## config.mk

```make
export PLATFORM = sky130hd
export DESIGN_NAME = shuffled_priority_selector
export DESIGN_NICKNAME = d
export VERILOG_FILES = /design/src/rtl/sps_pkg.sv /design/src/rtl/sps_ram.sv /design/src/rtl/shuffled_priority_selector.sv
export VERILOG_INCLUDE_DIRS = /design/src /design/src/rtl
export SDC_FILE = /design/constraint.sdc
export NUM_CORES = 2
export LEC_CHECK = 0
export ABC_AREA = 1
export BUFFER_PORTS_ARGS = -buffer_cell sky130_fd_sc_hd__buf_2
export CORE_MARGIN = 3
export CORE_UTILIZATION = 45
export DETAILED_ROUTE_END_ITERATION = 10
export PLACE_DENSITY = 0.71
export SYNTH_ARGS = -nofsm -noshare
export SYNTH_HDL_FRONTEND = slang
export SYNTH_SLANG_ARGS = --single-unit
```

## constraint.sdc

```tcl
create_clock -name clk -period 3.92 [get_ports clk]
set_input_delay 0.196 -clock clk [delete_from_list [all_inputs] [get_ports clk]]
set_output_delay 0.196 -clock clk [all_outputs]
set_load 0.02 [all_outputs]
```

## src/rtl/assert_macros.svh

```systemverilog
// Assertion macros used by the top-level RTL file.
// No dependencies; every macro samples on clk, and SPS_ASSERT also uses the module's arst_n.
`ifndef ASSERT_MACROS_SVH
`define ASSERT_MACROS_SVH

// Checked only while out of reset.
`define SPS_ASSERT(label, prop, msg) \
	label: assert property (@(posedge clk) disable iff (!arst_n) prop) else $error(msg);

// Checked on every rising clock edge, reset included.
`define SPS_ASSERT_ALWAYS(label, prop, msg) \
	label: assert property (@(posedge clk) prop) else $error(msg);

`endif

```

## src/rtl/sps_pkg.sv

```systemverilog
// Package of the shuffled priority selector: request and result structs,
// request and status codes, controller states. No dependencies.
package sps_pkg;

	localparam int REQ_W       = 3;
	localparam int ITEM_W      = 16;
	localparam int PICK_W      = 5;
	localparam int STATUS_W    = 3;
	localparam int MAX_RESULTS = 32;
	localparam int NUM_W       = $clog2(MAX_RESULTS + 1);

	// Request codes
	typedef enum logic [REQ_W-1:0] {
		REQ_LOAD  = 3'd0,
		REQ_START = 3'd1,
		REQ_SWAP  = 3'd2,
		REQ_ADD   = 3'd3,
		REQ_EMIT  = 3'd4
	} req_code_t;

	// Status codes
	typedef enum logic [STATUS_W-1:0] {
		STS_OK         = 3'd0,
		STS_TABLE_FULL = 3'd1,
		STS_PICK_RANGE = 3'd2,
		STS_NO_SHUFFLE = 3'd3,
		STS_SEL_FULL   = 3'd4,
		STS_BUSY       = 3'd5
	} status_code_t;

	// Controller states
	typedef enum logic [2:0] {
		S_IDLE,
		S_SWP_A,
		S_SWP_B,
		S_SWP_C,
		S_EM_SRD,
		S_EM_CMP,
		S_EM_FIN
	} state_t;

	typedef struct packed {
		logic [REQ_W-1:0]  req_type;
		logic [ITEM_W-1:0] item_id;
		logic [PICK_W-1:0] random_pick;
	} request_t;

	typedef struct packed {
		logic [STATUS_W-1:0] status;
		logic [ITEM_W-1:0]   out_id;
		logic                found;
		logic                last;
	} result_t;

endpackage

```

## src/rtl/sps_ram.sv

```systemverilog
// Generic single-write, single-read synchronous RAM with registered read data.
// No dependencies.
module sps_ram #(
	parameter int WIDTH = 16,
	parameter int DEPTH = 32
) (
	input  logic                                      clk,
	input  logic                                      we,
	input  logic [((DEPTH > 1) ? $clog2(DEPTH) : 1)-1:0] waddr,
	input  logic [WIDTH-1:0]                          wdata,
	input  logic [((DEPTH > 1) ? $clog2(DEPTH) : 1)-1:0] raddr,
	output logic [WIDTH-1:0]                          rdata
);

	logic [WIDTH-1:0] mem_q [DEPTH];
	logic [WIDTH-1:0] rdata_q;

	// Write port
	always_ff @(posedge clk) begin
		if (we) begin
			mem_q[waddr] <= wdata;
		end
	end

	// Registered read port
	always_ff @(posedge clk) begin
		rdata_q <= mem_q[raddr];
	end

	assign rdata = rdata_q;

endmodule

```

## src/rtl/shuffled_priority_selector.sv

```systemverilog
// Top level of the shuffled priority selector: controller, counters and result register.
// Depends on sps_pkg, sps_ram and assert_macros.svh.
`include "assert_macros.svh"

// The block keeps an id table and a selection list, each in a one-port-read RAM.
// A transfer is taken when start is high and busy is low. Load, start, add and
// every rejected request finish straight from idle and their result appears on the
// next cycle; a request with an unused code gives no result. A swap step reads the
// table at the pick and at the position through its single read port, then writes
// the two entries back one after the other. An emit with an empty table or an
// empty selection finishes straight from idle. Any other emit walks the table in
// order: it reads each entry, then compares it with one selection entry at a time
// up to the first match, and it stops after the last entry or MAX_RESULTS matches.
// Each result is valid for one cycle on result_valid and cannot be held off by the
// receiver; the final result of each request that gives results has last set.
module shuffled_priority_selector #(
	parameter int TABLE_DEPTH  = 32,
	parameter int SELECT_DEPTH = 32,
	parameter int ID_WIDTH     = 16
) (
	input  logic                clk,
	input  logic                arst_n,
	input  logic                start,
	output logic                busy,
	input  sps_pkg::request_t   request,
	output logic                result_valid,
	output sps_pkg::result_t    result
);

	localparam int AW  = $clog2(TABLE_DEPTH);
	localparam int TCW = $clog2(TABLE_DEPTH + 1);
	localparam int SAW = (SELECT_DEPTH > 1) ? $clog2(SELECT_DEPTH) : 1;
	localparam int SCW = $clog2(SELECT_DEPTH + 1);
	localparam int CW  = (AW > sps_pkg::PICK_W) ? AW : sps_pkg::PICK_W;
	localparam int NW  = sps_pkg::NUM_W;

	sps_pkg::state_t state_q, state_d;

	logic [TCW-1:0]      tcount_q, tcount_d;
	logic [SCW-1:0]      scount_q, scount_d;
	logic [AW-1:0]       pos_q, pos_d;
	logic                active_q, active_d;
	logic [AW-1:0]       pick_q, pick_d;
	logic [ID_WIDTH-1:0] tmp_q, tmp_d;
	logic [ID_WIDTH-1:0] cand_q, cand_d;
	logic [TCW-1:0]      ti_q, ti_d;
	logic [SCW-1:0]      si_q, si_d;
	logic [NW-1:0]       n_q, n_d;
	logic                pend_valid_q, pend_valid_d;
	logic [ID_WIDTH-1:0] pend_id_q, pend_id_d;
	logic                res_valid_q, res_set;
	sps_pkg::result_t    res_q, res_d;

	// Memory ports
	logic                t_we, s_we;
	logic [AW-1:0]       t_waddr, t_raddr;
	logic [SAW-1:0]      s_waddr, s_raddr;
	logic [ID_WIDTH-1:0] t_wdata, s_wdata, t_rdata, s_rdata;

	logic                accept;
	logic [ID_WIDTH-1:0] id_in;
	logic [TCW-1:0]      ti_nxt;
	logic [SCW-1:0]      si_nxt;
	logic [NW-1:0]       n_nxt;
	logic                hit;
	logic                walk_done;

	assign accept = start && (state_q == sps_pkg::S_IDLE);
	assign busy   = (state_q != sps_pkg::S_IDLE);
	assign id_in  = ID_WIDTH'(request.item_id);
	assign ti_nxt = ti_q + TCW'(1);
	assign si_nxt = si_q + SCW'(1);
	assign n_nxt  = n_q + NW'(1);
	assign hit    = (s_rdata == cand_q);

	sps_ram #(.WIDTH(ID_WIDTH), .DEPTH(TABLE_DEPTH)) u_table_ram (
		.clk   (clk),
		.we    (t_we),
		.waddr (t_waddr),
		.wdata (t_wdata),
		.raddr (t_raddr),
		.rdata (t_rdata)
	);

	sps_ram #(.WIDTH(ID_WIDTH), .DEPTH(SELECT_DEPTH)) u_sel_ram (
		.clk   (clk),
		.we    (s_we),
		.waddr (s_waddr),
		.wdata (s_wdata),
		.raddr (s_raddr),
		.rdata (s_rdata)
	);

	// Next state, memory accesses and results
	always_comb begin
		state_d      = state_q;
		tcount_d     = tcount_q;
		scount_d     = scount_q;
		pos_d        = pos_q;
		active_d     = active_q;
		pick_d       = pick_q;
		tmp_d        = tmp_q;
		cand_d       = cand_q;
		ti_d         = ti_q;
		si_d         = si_q;
		n_d          = n_q;
		pend_valid_d = pend_valid_q;
		pend_id_d    = pend_id_q;
		walk_done    = 1'b0;

		t_we    = 1'b0;
		t_waddr = tcount_q[AW-1:0];
		t_wdata = id_in;
		t_raddr = '0;
		s_we    = 1'b0;
		s_waddr = scount_q[SAW-1:0];
		s_wdata = id_in;
		s_raddr = '0;

		res_set        = 1'b0;
		res_d.status   = sps_pkg::STS_OK;
		res_d.out_id   = '0;
		res_d.found    = 1'b0;
		res_d.last     = 1'b1;

		case (state_q)
			sps_pkg::S_IDLE: begin
				if (accept) begin
					case (request.req_type)
						sps_pkg::REQ_LOAD: begin
							res_set = 1'b1;
							if (active_q) begin
								res_d.status = sps_pkg::STS_BUSY;
							end else if (tcount_q >= TCW'(TABLE_DEPTH)) begin
								res_d.status = sps_pkg::STS_TABLE_FULL;
							end else begin
								t_we     = 1'b1;
								tcount_d = tcount_q + TCW'(1);
							end
						end
						sps_pkg::REQ_START: begin
							res_set = 1'b1;
							if (active_q) begin
								res_d.status = sps_pkg::STS_BUSY;
							end else if (tcount_q >= TCW'(2)) begin
								pos_d    = AW'(tcount_q - TCW'(1));
								active_d = 1'b1;
							end
						end
						sps_pkg::REQ_SWAP: begin
							if (!active_q) begin
								res_set      = 1'b1;
								res_d.status = sps_pkg::STS_NO_SHUFFLE;
							end else if (CW'(request.random_pick) > CW'(pos_q)) begin
								res_set      = 1'b1;
								res_d.status = sps_pkg::STS_PICK_RANGE;
							end else begin
								// read the picked entry first
								t_raddr = AW'(request.random_pick);
								pick_d  = AW'(request.random_pick);
								state_d = sps_pkg::S_SWP_A;
							end
						end
						sps_pkg::REQ_ADD: begin
							res_set = 1'b1;
							if (scount_q >= SCW'(SELECT_DEPTH)) begin
								res_d.status = sps_pkg::STS_SEL_FULL;
							end else begin
								s_we     = 1'b1;
								scount_d = scount_q + SCW'(1);
							end
						end
						sps_pkg::REQ_EMIT: begin
							if (active_q) begin
								res_set      = 1'b1;
								res_d.status = sps_pkg::STS_BUSY;
							end else if (tcount_q == '0 || scount_q == '0) begin
								res_set  = 1'b1;
								scount_d = '0;
							end else begin
								t_raddr      = '0;
								ti_d         = '0;
								n_d          = '0;
								pend_valid_d = 1'b0;
								state_d      = sps_pkg::S_EM_SRD;
							end
						end
						default: begin
						end
					endcase
				end
			end

			// Swap: hold table[pick], read table[pos]
			sps_pkg::S_SWP_A: begin
				tmp_d   = t_rdata;
				t_raddr = pos_q;
				state_d = sps_pkg::S_SWP_B;
			end

			// table[pick] <= table[pos]
			sps_pkg::S_SWP_B: begin
				t_we    = 1'b1;
				t_waddr = pick_q;
				t_wdata = t_rdata;
				state_d = sps_pkg::S_SWP_C;
			end

			// table[pos] <= old table[pick], step down
			sps_pkg::S_SWP_C: begin
				t_we     = 1'b1;
				t_waddr  = pos_q;
				t_wdata  = tmp_q;
				pos_d    = pos_q - AW'(1);
				active_d = (pos_q != AW'(1));
				res_set  = 1'b1;
				state_d  = sps_pkg::S_IDLE;
			end

			// Emit: latch table entry, start selection scan
			sps_pkg::S_EM_SRD: begin
				cand_d  = t_rdata;
				s_raddr = '0;
				si_d    = '0;
				state_d = sps_pkg::S_EM_CMP;
			end

			// Emit: compare one selection entry per cycle
			sps_pkg::S_EM_CMP: begin
				if (hit) begin
					// older pending match goes out, this one waits for its last flag
					if (pend_valid_q) begin
						res_set      = 1'b1;
						res_d.out_id = sps_pkg::ITEM_W'(pend_id_q);
						res_d.found  = 1'b1;
						res_d.last   = 1'b0;
					end
					pend_valid_d = 1'b1;
					pend_id_d    = cand_q;
					n_d          = n_nxt;
					walk_done    = (n_nxt == NW'(sps_pkg::MAX_RESULTS)) || (ti_nxt >= tcount_q);
				end else if (si_nxt < scount_q) begin
					si_d    = si_nxt;
					s_raddr = si_nxt[SAW-1:0];
				end else begin
					walk_done = (ti_nxt >= tcount_q);
				end
				if (hit || !(si_nxt < scount_q)) begin
					if (walk_done) begin
						state_d = sps_pkg::S_EM_FIN;
					end else begin
						ti_d    = ti_nxt;
						t_raddr = ti_nxt[AW-1:0];
						state_d = sps_pkg::S_EM_SRD;
					end
				end
			end

			// Emit: final result, selection cleared
			sps_pkg::S_EM_FIN: begin
				res_set  = 1'b1;
				scount_d = '0;
				if (pend_valid_q) begin
					res_d.out_id = sps_pkg::ITEM_W'(pend_id_q);
					res_d.found  = 1'b1;
				end
				state_d = sps_pkg::S_IDLE;
			end

			default: begin
				state_d = sps_pkg::S_IDLE;
			end
		endcase
	end

	// State register
	always_ff @(posedge clk or negedge arst_n) begin
		if (!arst_n) begin
			state_q <= sps_pkg::S_IDLE;
		end else begin
			state_q <= state_d;
		end
	end

	// Control registers
	always_ff @(posedge clk or negedge arst_n) begin
		if (!arst_n) begin
			tcount_q     <= '0;
			scount_q     <= '0;
			pos_q        <= '0;
			active_q     <= 1'b0;
			ti_q         <= '0;
			si_q         <= '0;
			n_q          <= '0;
			pend_valid_q <= 1'b0;
			res_valid_q  <= 1'b0;
		end else begin
			tcount_q     <= tcount_d;
			scount_q     <= scount_d;
			pos_q        <= pos_d;
			active_q     <= active_d;
			ti_q         <= ti_d;
			si_q         <= si_d;
			n_q          <= n_d;
			pend_valid_q <= pend_valid_d;
			res_valid_q  <= res_set;
		end
	end

	// Payload registers
	always_ff @(posedge clk) begin
		pick_q    <= pick_d;
		tmp_q     <= tmp_d;
		cand_q    <= cand_d;
		pend_id_q <= pend_id_d;
		if (res_set) begin
			res_q <= res_d;
		end
	end

	assign result_valid = res_valid_q;
	assign result       = res_q;

	// Checks
	`SPS_ASSERT(a_tcount_range, tcount_q <= TCW'(TABLE_DEPTH), "table count beyond depth")
	`SPS_ASSERT(a_active_pos, active_q |-> (pos_q != '0), "shuffle active at position zero")
	`SPS_ASSERT(a_done_result, $fell(busy) |-> result_valid, "busy ended without a final result")
	`SPS_ASSERT(a_found_ok, (result_valid && result.found) |-> (result.status == sps_pkg::STS_OK), "match reported with error status")

endmodule

```

==> metrics.log <==
[metrics] final setup violation count: 0
[metrics] # Max-Cap Violations: 0
[metrics] crit path kind: reg2reg
[metrics] 1st-iter DRT viols: 3933
[metrics] flip-flop and latch area: 34600 sq um
[metrics] first-pass detailed-route iteration total: 5
[metrics] cell area after technology mapping: 50600 sq um
[metrics] Max-slew headroom: 28.6%
[metrics] layout filler cell count: 9310
[metrics] global route overflow: 0
[metrics] Num CTS Buffers: 114
[metrics] largest net degree at the start of global routing: 104
[metrics] Via density: 5.58
[metrics] kind of start point of the critical path: flop
[metrics] transition time at the pin with the least slew margin: 1.06 ns
[metrics] data arrival time of the worst path: 4.23 ns
[metrics] top_reg_cell synth: sky130_fd_sc_hd__edfxtp_1
[metrics] max-slew violation total from the final report: 0
[metrics] root cell of the clock tree: sky130_fd_sc_hd__clkbuf_16
[metrics] total wire length: 136 mm
[metrics] placer congestion estimate: 0.894
[metrics] combined area of the multi-input logic cells: 12700 sq um
[metrics] leakage power of the design: 22.0 nW
[metrics] number of enable-type register cells in the synthesized netlist: 1098
[metrics] clock slew at the register clock pins of the worst setup and hold paths: 0.06 ns
[metrics] cell count after synthesis: 4439
[metrics] number of routed nets with antenna violations: 0
[metrics] height of the chip: 341 microns
[metrics] via count of the first global-routing pass: 33000
[metrics] average wire length per cell after detail routing: 22.0 microns
[metrics] dpl cell area: 53800 sq um
[metrics] Nets: 4650
[metrics] cell area power density: 612 nW/um^2
[metrics] worst min path class: in2reg
[metrics] cell count after placement: 5941
[metrics] run status: finished, final reports clean
[metrics] initial antenna violation count: 1
[metrics] Die W: 341 microns
[metrics] via count: 34400
[metrics] Post-Synthesis Net Count: 4494
[metrics] ant diodes: 0
[metrics] core area: 111000 sq um
[metrics] data required time at the worst endpoint: 4.53 ns
[metrics] effective utilization at floorplan: 45.5%
[metrics] Boundary Pins: 50
[metrics] half-perimeter wire length of the detailed placement result: 82.2 mm
[metrics] Yosys warning total: 0
[metrics] Period minus WS final: 3.63 ns
[metrics] mean instance size in the synthesized netlist: 11.4 sq um
[metrics] non-filler instance count after layout: 6172
[metrics] Setup Skew: 0.0727 ns
[metrics] library cells used by synthesis: 47
[metrics] # port buffers: 49
[metrics] Max VDD drop: 0.000484 V
[metrics] Hold Violations, Final: 0
[metrics] Max Freq: 0.276 GHz
[metrics] number of register bits inferred by synthesis: 1171
[metrics] clock tree from TritonCTS: done
[metrics] Max clock buf depth: 3
[metrics] area added between synthesis and finish: 14.2%
[metrics] sequential cell area fraction in the yosys report: 68.5%
[metrics] post-route fraction of the period consumed by the critical path: 92.5%
[metrics] proportion of layout cells with a drive suffix above 1: 13.4%
[metrics] final design area excluding fillers: 57800 sq um
[metrics] clock latency on the worst-skew pair: 0.73 ns
[metrics] area of the die: 116000 sq um
[metrics] H-tree depth: 3
[metrics] global routing usage summed across all routing layers: 22.6%
[metrics] Max FO, Critical Path: 52
[metrics] Synth async-reset ratio: 3.50%
[metrics] Site Rows: 122
[metrics] kind of end point of the critical path: flop
[metrics] wire length of the first global-routing pass: 202 mm
[metrics] number of remaining DRC errors: 0
[metrics] clock sink count: 1171
## critical path, stage by stage, from the launching register on
cell and delay [ns]:
sky130_fd_sc_hd__dfrtp_1 0.43, sky130_fd_sc_hd__ha_1 0.24, sky130_fd_sc_hd__nand3_1 0.10, sky130_fd_sc_hd__xor2_1 0.14, sky130_fd_sc_hd__inv_1 0.08, sky130_fd_sc_hd__ha_1 0.27, sky130_fd_sc_hd__nand2_1 0.06, sky130_fd_sc_hd__a21oi_1 0.11
sky130_fd_sc_hd__nor2_1 0.06, sky130_fd_sc_hd__nand2_1 0.08, sky130_fd_sc_hd__inv_1 0.04, sky130_fd_sc_hd__o21ai_1 0.09, sky130_fd_sc_hd__nand2_1 0.11, sky130_fd_sc_hd__nand2_2 0.15, sky130_fd_sc_hd__nor2_1 0.09, sky130_fd_sc_hd__nor2_1 0.16
sky130_fd_sc_hd__nand2_2 0.11, sky130_fd_sc_hd__inv_2 0.10, sky130_fd_sc_hd__buf_12 0.29, sky130_fd_sc_hd__nand3_1 0.13, sky130_fd_sc_hd__nand3_1 0.17, sky130_fd_sc_hd__nand2_1 0.13, sky130_fd_sc_hd__nand2_1 0.25, sky130_fd_sc_hd__nand2_1 0.08
## cell usage after synthesis (5+ instances only)
cell type,count,area (sq um)
sky130_fd_sc_hd__nand3b_1,160,1200
sky130_fd_sc_hd__o211ai_1,212,1590
sky130_fd_sc_hd__dfrtp_1,41,1030
sky130_fd_sc_hd__buf_2,96,480
sky130_fd_sc_hd__or2_1,13,81.3
sky130_fd_sc_hd__xor2_1,16,140
sky130_fd_sc_hd__a21oi_1,16,80.1
sky130_fd_sc_hd__edfxtp_1,1098,33000
sky130_fd_sc_hd__or2_2,140,876
sky130_fd_sc_hd__nor2_1,162,608
sky130_fd_sc_hd__clkbuf_1,92,345
sky130_fd_sc_hd__buf_4,21,158
sky130_fd_sc_hd__nand3_1,788,3940
sky130_fd_sc_hd__or2_0,19,119
sky130_fd_sc_hd__nand4_1,5,31.3
sky130_fd_sc_hd__nand2_1,740,2780
sky130_fd_sc_hd__dfxtp_1,32,641
sky130_fd_sc_hd__inv_2,14,52.6
sky130_fd_sc_hd__ha_1,28,350
sky130_fd_sc_hd__buf_1,37,139
sky130_fd_sc_hd__nor3_1,8,40.0
sky130_fd_sc_hd__inv_1,564,2120
sky130_fd_sc_hd__o21ai_0,86,430
sky130_fd_sc_hd__nor2_2,5,31.3
## per-layer routing
layer | track usage [%] | vias up | share of wire [%]
li1 | - | 15700 | -
met1 | 31.3 | 16900 | 40
met2 | 35.9 | 1609 | 47
met3 | 3.12 | 284 | 8.5
met4 | 9.90 | 2 | 4.4
met5 | 0 | - | 0.0096
## through the flow
step	total power [mW]	TNS, ns	hold WS [ns]	utilization (%)	setup WS [ns]
floorplan	20.9	0	-0.0996	-	0.987
global placement	24.5	0	0.409	48.4	0.197
detailed placement	24.6	0	0.412	48.4	0.159
CTS	35.2	0	0.0137	51.8	0.143
global route	36.7	-0.00834	0.0383	52.0	-0.00452
finish	35.4	0	0.0566	52.0	0.293
## path summary, 6_finish.rpt
path,end,cells after the start,slack [ns],from
min in group asynchronous,result_valid$_DFF_PN0_,2,0.25,arst_n
setup / recovery,u_table_ram.rdata[7]$_DFF_P_,23,0.29,ti_q[0]$_DFFE_PN0P_
setup reg to reg,u_table_ram.rdata[7]$_DFF_P_,23,0.29,ti_q[0]$_DFFE_PN0P_
hold reg to reg,pend_id_q[4]$_DFFE_PP_,0,0.48,cand_q[4]$_DFFE_PP_
max in group asynchronous,active_q$_DFFE_PN0P_,2,3.03,arst_n
hold / removal,u_sel_ram.mem_q[6][9]$_DFFE_PP_,1,0.06,request[14]
## placed cells by master, fill, tap and decap left out, drive strengths merged, types with 12 or more instances in the layout
cell type,synthesis,layout
dlygate4sd3,0,13
nand2,745,746
dfxtp,32,32
o21ai,90,90
clkinv,4,47
nor3,12,12
o211ai,212,212
nor2,168,168
edfxtp,1098,1098
buf,155,268
nand3,790,790
clkbuf,92,150
a21oi,16,16
inv,578,583
ha,28,28
nand3b,160,160
or2,172,172
dfrtp,41,41
xor2,16,16
## power by group
part	switching, mW	internal, mW	total, mW
logic	6.21	2.31	8.52
clock network	4.66	6.02	10.7
registers	0.499	15.6	16.1
total	11.4	24.0	35.4
## logic make-up (layout without fill, tap and decap cells)
logic type,count (synthesis),in the layout,synth area share [%]
AND/OR/NAND/NOR,2055,2056,19.5
flip-flops,1171,1171,68.5
XOR/XNOR,19,19,0.329
AO/OA/AOI/OAI,337,337,4.49
buffers and inverters,829,1073,6.56
adder cells (fa/ha/maj),28,28,0.692
## sequential cells by signal, summed over array words and instances (netlist names), 3 cells and up
signal / cells
cand_q: 16
n_q: 6
pend_id_q: 16
pick_q: 5
pos_q: 5
result: 21
scount_q: 6
si_q: 6
state_q: 3
tcount_q: 6
ti_q: 6
tmp_q: 16
u_sel_ram.mem_q: 512
u_sel_ram.rdata: 16
u_table_ram.mem_q: 512
u_table_ram.rdata: 16
## what timing repair did
| item | 4_1_cts | 5_1_grt |
|---|---|---|
| setup buffers | 0 | 7 |
| endpoints found under the setup margin | 0 | 31 |
| endpoints found under the hold margin | 76 | 0 |
| gates resized for setup | 0 | 14 |
| hold buffers | 13 | 0 |
## final cells by class
class / instances / area share [%]
timing repair buffer: 286 / 4.68
tap: 1488 / 3.22
clock inverter: 60 / 0.992
clock buffer: 145 / 5.28
multi-input combinational: 2440 / 22.1
inverter: 582 / 3.81
sequential: 1171 / 60.0
Note: power is estimated with default switching activity, not from simulation.
